## config.mk

```make
export PLATFORM = sky130hd
export DESIGN_NAME = utf8_display_width_flat
export DESIGN_NICKNAME = d
export VERILOG_FILES = /design/src/hdl/u8dw_pkg.sv /design/src/hdl/u8dw_in_if.sv /design/src/hdl/u8dw_out_if.sv /design/src/hdl/u8dw_step.sv /design/src/hdl/utf8_display_width.sv /design/src/flat_wrapper.sv
export SDC_FILE = /design/constraint.sdc
export NUM_CORES = 1
export LEC_CHECK = 0
export BUFFER_PORTS_ARGS = -buffer_cell sky130_fd_sc_hd__buf_4
export CAP_MARGIN = 20
export CORE_UTILIZATION = 30
export DETAILED_ROUTE_END_ITERATION = 8
export GPL_TIMING_DRIVEN = 0
export HOLD_SLACK_MARGIN = 0.08
export PLACE_DENSITY = 0.48
export SLEW_MARGIN = 20
export SYNTH_ARGS = -nofsm -noshare
export SYNTH_HDL_FRONTEND = slang
export SYNTH_SLANG_ARGS = --single-unit
```

## constraint.sdc

```tcl
create_clock -name clk -period 3.65 [get_ports clk]
set_input_delay 0 -clock clk [delete_from_list [all_inputs] [get_ports clk]]
set_output_delay 0 -clock clk [all_outputs]
set_load 0.02 [all_outputs]
```

## src/hdl/u8dw_pkg.sv

```systemverilog
// u8dw_pkg: shared types, constants and helpers for utf8_display_width.
// No dependencies; u8dw_step, utf8_display_width and tb_top import it.
package u8dw_pkg;

  localparam int WIDTH_BITS = 16;
  localparam int CP_BITS    = 21;
  localparam int OUT_BITS   = 16;

  localparam logic [CP_BITS-1:0] WIDE0_LO = 21'h001100;
  localparam logic [CP_BITS-1:0] WIDE0_HI = 21'h00115F;
  localparam logic [CP_BITS-1:0] WIDE1_LO = 21'h002E80;
  localparam logic [CP_BITS-1:0] WIDE1_HI = 21'h00A4CF;
  localparam logic [CP_BITS-1:0] WIDE2_LO = 21'h00AC00;
  localparam logic [CP_BITS-1:0] WIDE2_HI = 21'h00D7A3;
  localparam logic [CP_BITS-1:0] WIDE3_LO = 21'h00F900;
  localparam logic [CP_BITS-1:0] WIDE3_HI = 21'h00FAFF;
  localparam logic [CP_BITS-1:0] WIDE4_LO = 21'h00FF00;
  localparam logic [CP_BITS-1:0] WIDE4_HI = 21'h00FF60;
  localparam logic [CP_BITS-1:0] WIDE5_LO = 21'h00FFE0;
  localparam logic [CP_BITS-1:0] WIDE5_HI = 21'h00FFE6;

  // decoder state carried between words
  typedef struct packed {
    logic [1:0]         pend;   // continuation words still expected
    logic [CP_BITS-1:0] cp;     // code point built so far
    logic [7:0]         held0;  // first continuation word of the open sequence
    logic [1:0]         hcnt;   // continuation words taken so far
  } dec_state_t;

  function automatic logic cp_is_wide(input logic [CP_BITS-1:0] cp);
    logic w;
    w = ((cp >= WIDE0_LO) && (cp <= WIDE0_HI)) ||
        ((cp >= WIDE1_LO) && (cp <= WIDE1_HI)) ||
        ((cp >= WIDE2_LO) && (cp <= WIDE2_HI)) ||
        ((cp >= WIDE3_LO) && (cp <= WIDE3_HI)) ||
        ((cp >= WIDE4_LO) && (cp <= WIDE4_HI)) ||
        ((cp >= WIDE5_LO) && (cp <= WIDE5_HI));
    return w;
  endfunction

endpackage

```

## src/hdl/u8dw_in_if.sv

```systemverilog
// u8dw_in_if: valid/ready channel carrying one string byte per word.
// Depends on nothing.
interface u8dw_in_if;
  logic       valid;
  logic       ready;
  logic [7:0] text_byte;
  logic       end_of_string;

  modport source (output valid, output text_byte, output end_of_string, input ready);
  modport sink   (input valid, input text_byte, input end_of_string, output ready);
endinterface

```

## src/hdl/u8dw_out_if.sv

```systemverilog
// u8dw_out_if: valid/ready channel carrying one display width per word.
// Depends on nothing.
interface u8dw_out_if;
  logic        valid;
  logic        ready;
  logic [15:0] display_width;

  modport source (output valid, output display_width, input ready);
  modport sink   (input valid, input display_width, output ready);
endinterface

```

## src/hdl/u8dw_step.sv

```systemverilog
// u8dw_step: combinational UTF-8 decode step and width increment for one byte.
// Depends on u8dw_pkg.
module u8dw_step (
  input  u8dw_pkg::dec_state_t st,
  input  logic [7:0]           byte_in,
  input  logic                 last,
  output u8dw_pkg::dec_state_t st_nxt,
  output logic [1:0]           inc
);
  import u8dw_pkg::*;

  logic [CP_BITS-1:0] cp_shift;
  logic [1:0]         step_inc;
  logic [1:0]         scan;

  assign cp_shift = {st.cp[CP_BITS-7:0], byte_in[5:0]};

  always_comb begin
    st_nxt   = st;
    step_inc = 2'd0;
    if (st.pend == 2'd0) begin
      if (byte_in[7:5] == 3'b110) begin
        st_nxt.pend = 2'd1;
        st_nxt.cp   = CP_BITS'(byte_in[4:0]);
        st_nxt.hcnt = 2'd0;
      end else if (byte_in[7:4] == 4'b1110) begin
        st_nxt.pend = 2'd2;
        st_nxt.cp   = CP_BITS'(byte_in[3:0]);
        st_nxt.hcnt = 2'd0;
      end else if (byte_in[7:3] == 5'b11110) begin
        st_nxt.pend = 2'd3;
        st_nxt.cp   = CP_BITS'(byte_in[2:0]);
        st_nxt.hcnt = 2'd0;
      end else begin
        step_inc = 2'd1;  // ASCII or invalid lead
      end
    end else begin
      if (st.hcnt == 2'd0) begin
        st_nxt.held0 = byte_in;
      end
      st_nxt.hcnt = st.hcnt + 2'd1;
      st_nxt.cp   = cp_shift;
      st_nxt.pend = st.pend - 2'd1;
      if (st.pend == 2'd1) begin
        step_inc    = cp_is_wide(cp_shift) ? 2'd2 : 2'd1;
        st_nxt.hcnt = 2'd0;
      end
    end
  end

  // rescan of at most two held bytes: only a 2-byte lead followed by one byte pairs up
  always_comb begin
    case (st_nxt.hcnt)
      2'd0:    scan = 2'd0;
      2'd1:    scan = 2'd1;
      default: scan = (st_nxt.held0[7:5] == 3'b110) ? 2'd1 : 2'd2;
    endcase
  end

  always_comb begin
    if (last && (st_nxt.pend != 2'd0)) begin
      inc = 2'd1 + scan;
    end else begin
      inc = step_inc;
    end
  end

endmodule

```

## src/hdl/utf8_display_width.sv

```systemverilog
// utf8_display_width: display width of a UTF-8 string, one byte per word.
// The accepted byte is registered in byte1_r; the width is registered in out_width_r when out_free.
// Throughput: one byte per cycle; results stall only on out_ch.ready.
// Reset: synchronous active-low rst_n clears the decoder state, running total
// and both valid flags; the block accepts input on the first cycle after reset.
module utf8_display_width (
  input  logic         clk,
  input  logic         rst_n,
  u8dw_in_if.sink      in_ch,
  u8dw_out_if.source   out_ch
);
  import u8dw_pkg::*;

  logic                  v1_r;
  logic [7:0]            byte1_r;
  logic                  last1_r;
  dec_state_t            st_r;
  dec_state_t            st_step;
  logic [1:0]            inc;
  logic [WIDTH_BITS-1:0] total_r;
  logic [WIDTH_BITS:0]   sum;
  logic [WIDTH_BITS-1:0] sat;
  logic [WIDTH_BITS+OUT_BITS-1:0] sat_ext;
  logic                  out_valid_r;
  logic [OUT_BITS-1:0]   out_width_r;
  logic                  out_free;
  logic                  go;

  u8dw_step u_step (
    .st      (st_r),
    .byte_in (byte1_r),
    .last    (last1_r),
    .st_nxt  (st_step),
    .inc     (inc)
  );

  assign out_free    = !out_valid_r || out_ch.ready;
  assign go          = v1_r && (!last1_r || out_free);
  assign in_ch.ready = !v1_r || go;

  assign sum     = {1'b0, total_r} + (WIDTH_BITS+1)'(inc);
  assign sat     = sum[WIDTH_BITS] ? {WIDTH_BITS{1'b1}} : sum[WIDTH_BITS-1:0];
  assign sat_ext = {{OUT_BITS{1'b0}}, sat};

  always_ff @(posedge clk) begin
    if (in_ch.valid && in_ch.ready) begin
      byte1_r <= in_ch.text_byte;
      last1_r <= in_ch.end_of_string;
    end
    if (go && last1_r) begin
      out_width_r <= sat_ext[OUT_BITS-1:0];
    end
  end

  always_ff @(posedge clk) begin
    if (!rst_n) begin
      v1_r        <= 1'b0;
      st_r        <= '0;
      total_r     <= '0;
      out_valid_r <= 1'b0;
    end else begin
      if (in_ch.ready) begin
        v1_r <= in_ch.valid;
      end
      if (go) begin
        if (last1_r) begin
          st_r    <= '0;
          total_r <= '0;
        end else begin
          st_r    <= st_step;
          total_r <= sat;
        end
      end
      if (go && last1_r) begin
        out_valid_r <= 1'b1;
      end else if (out_ch.ready) begin
        out_valid_r <= 1'b0;
      end
    end
  end

  assign out_ch.valid         = out_valid_r;
  assign out_ch.display_width = out_width_r;

endmodule

```

## src/flat_wrapper.sv

```systemverilog
// flat-port wrapper written by rule: the top's interface ports become plain ports
module utf8_display_width_flat import u8dw_pkg::*;
  (clk, rst_n, in_ch_valid, in_ch_text_byte, in_ch_end_of_string, in_ch_ready, out_ch_valid, out_ch_display_width, out_ch_ready);
  u8dw_in_if in_ch_i ();
  u8dw_out_if out_ch_i ();
  input  logic clk;
  input  logic rst_n;
  input wire logic [$bits(in_ch_i.valid)-1:0] in_ch_valid;
  input wire logic [$bits(in_ch_i.text_byte)-1:0] in_ch_text_byte;
  input wire logic [$bits(in_ch_i.end_of_string)-1:0] in_ch_end_of_string;
  output wire logic [$bits(in_ch_i.ready)-1:0] in_ch_ready;
  output wire logic [$bits(out_ch_i.valid)-1:0] out_ch_valid;
  output wire logic [$bits(out_ch_i.display_width)-1:0] out_ch_display_width;
  input wire logic [$bits(out_ch_i.ready)-1:0] out_ch_ready;
  assign in_ch_i.valid = in_ch_valid;
  assign in_ch_i.text_byte = in_ch_text_byte;
  assign in_ch_i.end_of_string = in_ch_end_of_string;
  assign in_ch_ready = in_ch_i.ready;
  assign out_ch_valid = out_ch_i.valid;
  assign out_ch_display_width = out_ch_i.display_width;
  assign out_ch_i.ready = out_ch_ready;
  utf8_display_width u_core (.clk(clk), .rst_n(rst_n), .in_ch(in_ch_i), .out_ch(out_ch_i));
endmodule
```

==> results.md <==
- TritonCTS clock tree: done
- Fin Clk Skew: 0.0101 ns
- Buffers on Ports: 30
- Post-Synth Adder-Cell Area: 0.0175
- Final instance area: 4190 sq um
- Routed via count: 2875
- WL final: 8500 um
- Worst-Skew Late Latency: 0.35 ns
- Ys flop type: dfxtp_1
- Global route total overflow: 0
- CP Capture Type: flop
- Minimum clock period: 3.54 ns
- Areal power density over the cells: 364 nW/um^2
- Yosys top cell area share: 0.243
- Flops & latches, synth: 65
- Cells after DPL: 516
- Fmax: 282 MHz
- Worst r2r src: u_core.st_r[31]
- Synth cell types: 61
- Synth warnings: 0
- Rel. slew slack: 0.444
- Total count of hold-check failures in the final report: 0
- Antenna violations before repair: 0
- Pins over their slew limit: 0
- Hold Crit Class: in2reg
- Mux cell area share after synthesis: 0.0103
- Area Overhead vs Synth: 27.2%
- Syn_nets: 367
- CP Data Arrival Time: 3.63 ns
- Startpoint class of the critical path: flop
- Sequential cell area: 1560 sq um
- # clock sinks: 65
- Synth async-reset ratio: 0
- Routability cong.: 0.851
- Status: completed
- TritonCTS buffer count: 9
- Post-synthesis cell count: 350
- CORE AREA: 10500 sq um
- Nets: 425
- EDFF count, synth: 25
- First-pass GRT wire length: 14000 um
- Main combinational cell family by area after synthesis: simple AND/OR/NAND/NOR gates
- DIE AREA: 11400 sq um
- Die Span Y: 107 um
- Leakage: 1.58 nW
- Vias in the first global route: 2630
- Fin crit share: 0.971
- Pin count of the biggest net entering global routing: 17
- Share of post-route cells with drive strength above 1: 0.220
- H-tree Lvls: 3
- Avg WL per Cell: 15.5 um
- VDD IR max: 223 uV
- Ports: 31
- Leading area contributor after synthesis: dfxtp_1
- WS Path Type: reg2reg
- Sequential share of the synthesized area: 0.471
- Hold_sp: in_ch_end_of_string
- N_diodes: 0
- Synth area leaders: dfxtp_1 (24%), edfxtp_1 (23%), nand2_1 (4.2%)
- Post-DR vias/cell: 5.24
- Simple-gate share of the synthesized area: 0.228
- Crit path max fanout: 10
- FP Rows: 37
- Router iterations before antenna repair: 4
- Post-route DRC violation count: 0
- Iter 0 DRT Violations: 158
- Final setup fails: 0
- Mean Syn Cell Area: 9.41 sq um
- Width of the die: 107 um
- RSZ-0062 raised after global routing: false
- Filler Cells Inserted: 1071
- Multi-input gate area: 1670 sq um
- Least-Margin Pin Slew: 0.825 ns
- Clock-pin slew on the worst setup and hold paths: 0.08 ns
- Post-synthesis compound-gate area fraction: 0.203
- GRT Overall Usage: 0.159
- Dpl cell area: 3690 sq um
- Max-cap violations: 0
- Clock Tree Buf Depth: 2
- Critical Path RT: 3.74 ns
- Final Non-Filler Cells: 549
- Initial core utilization: 0.315
- Critical path startpoint: u_core.st_r[31]
- Synthesized area: 3290 sq um
- Antenna-violating nets left: 0
- Xor-xnor portion of the synthesized cell area: 0.0239
- Dpl hpwl: 5770 um
- CTS Root Cell: clkbuf_8
- Layout Utilization: 0.400
==> stage by stage <==
step                setup slack [ns]  setup TNS, ns  hold WS (ns)  power, mW
finish                         0.106              0         0.371       1.53
global route                  0.0166              0         0.358       1.59
CTS                          0.00330              0         0.351       1.54
detailed placement            -0.713         -15.48         0.179      0.872
global placement              -0.774         -16.86         0.178      0.871
floorplan                      0.108              0        0.0989      0.834
==> path summary, 6_finish.rpt <==
kind / slack, ns / end / cells past startpoint
hold / removal: 0.37 / u_core.last1_r / 2
setup reg to reg: 0.11 / u_core.out_ch.display_width[1] / 12
hold reg to reg: 0.49 / u_core.total_r[0] / 2
setup / recovery: 0.11 / u_core.out_ch.display_width[1] / 12
==> routing by layer <==
| metal | global-route usage | vias up | part of all wire | wire length (um) |
|---|---|---|---|---|
| li1 | - | 1420 | - | - |
| met1 | 0.239 | 1375 | 0.50 | 4270 |
| met5 | 0 | - | 0 | 0 |
| met3 | 0.0310 | 11 | 0.049 | 420 |
| met2 | 0.222 | 69 | 0.43 | 3670 |
| met4 | 0.0607 | 0 | 0.016 | 134 |
==> where the power goes <==
part,switching [mW],internal [mW]
Sequential,0.0110,0.763
Combinational,0.0561,0.0451
Clock,0.283,0.368
Total,0.350,1.18
==> layout make-up <==
cell class / count / share of cell area
plain buffers: 22 / 0.0293
clock buffers: 13 / 0.0403
clock inverters: 3 / 0.00896
inverters: 9 / 0.00806
multi-input cells: 248 / 0.398
flip-flops and latches: 65 / 0.372
well taps: 136 / 0.0406
repair buffers: 53 / 0.103
==> cells in the mapped netlist, types with 5 or more instances <==
cell type and n:
o21ai_0 12, nor2b_1 13, clkbuf_1 22, a31oi_1 7
nand3_1 7, a22oi_1 18, nor4_1 5, dfxtp_1 40
nand2b_1 5, nand4_1 8, nor3_1 6, inv_1 9
nor2_1 20, a21oi_1 18, and3_1 9, edfxtp_1 25
xnor2_1 6, nand2_1 37
==> cells in the final DEF, fill, tap and decap left out, types with 6 or more instances in the layout <==
cell           instances
buf_4                 42
nand2_1               37
dfxtp_1               36
edfxtp_1              25
nor2_1                20
a21oi_1               18
a22oi_1               18
clkbuf_1              15
nor2b_1               13
dlygate4sd3_1         13
o21ai_0               12
clkbuf_8              12
inv_1                  9
and3_1                 9
nand4_1                8
a31oi_1                7
nand3_1                6
xnor2_1                6
==> sequential cells by signal, summed over array words and instances (netlist names) <==
| name | flops |
|---|---|
| u_core.st_r | 22 |
| u_core.last1_r | 1 |
| u_core.v1_r | 1 |
| u_core.total_r | 16 |
| u_core.out_ch.valid | 1 |
| u_core.out_ch.display_width | 16 |
| u_core.byte1_r | 8 |
==> worst max-delay path, stage by stage, from the launching register on <==
cell and delay (ns):
dfxtp_1 0.32, buf_6 0.13, or4b_1 0.45, or4_4 0.45, a221o_1 0.31, nor4b_2 0.17
ha_2 0.21, fa_2 0.39, nand3_4 0.15, or4_1 0.12, clkbuf_4 0.17, buf_8 0.14
or2b_1 0.27
==> logic make-up after synthesis <==
| kind of cell | Yosys count |
|---|---|
| AND/OR/NAND/NOR | 138 |
| AO/OA/AOI/OAI | 94 |
| flip-flops | 65 |
| buffers and inverters | 37 |
| XOR/XNOR | 9 |
| adder cells (fa/ha/maj) | 4 |
| multiplexers | 3 |
==> repair_timing <==
action / in CTS / in global routing
buffers inserted: 1 / 9
hold buffers: 13 / 0
endpoints found under the hold margin: 15 / 0
pin swaps: 1 / 2
endpoints found under the setup margin: 32 / 27
resized for setup: 13 / 20
(Power assumes the default switching activity.)
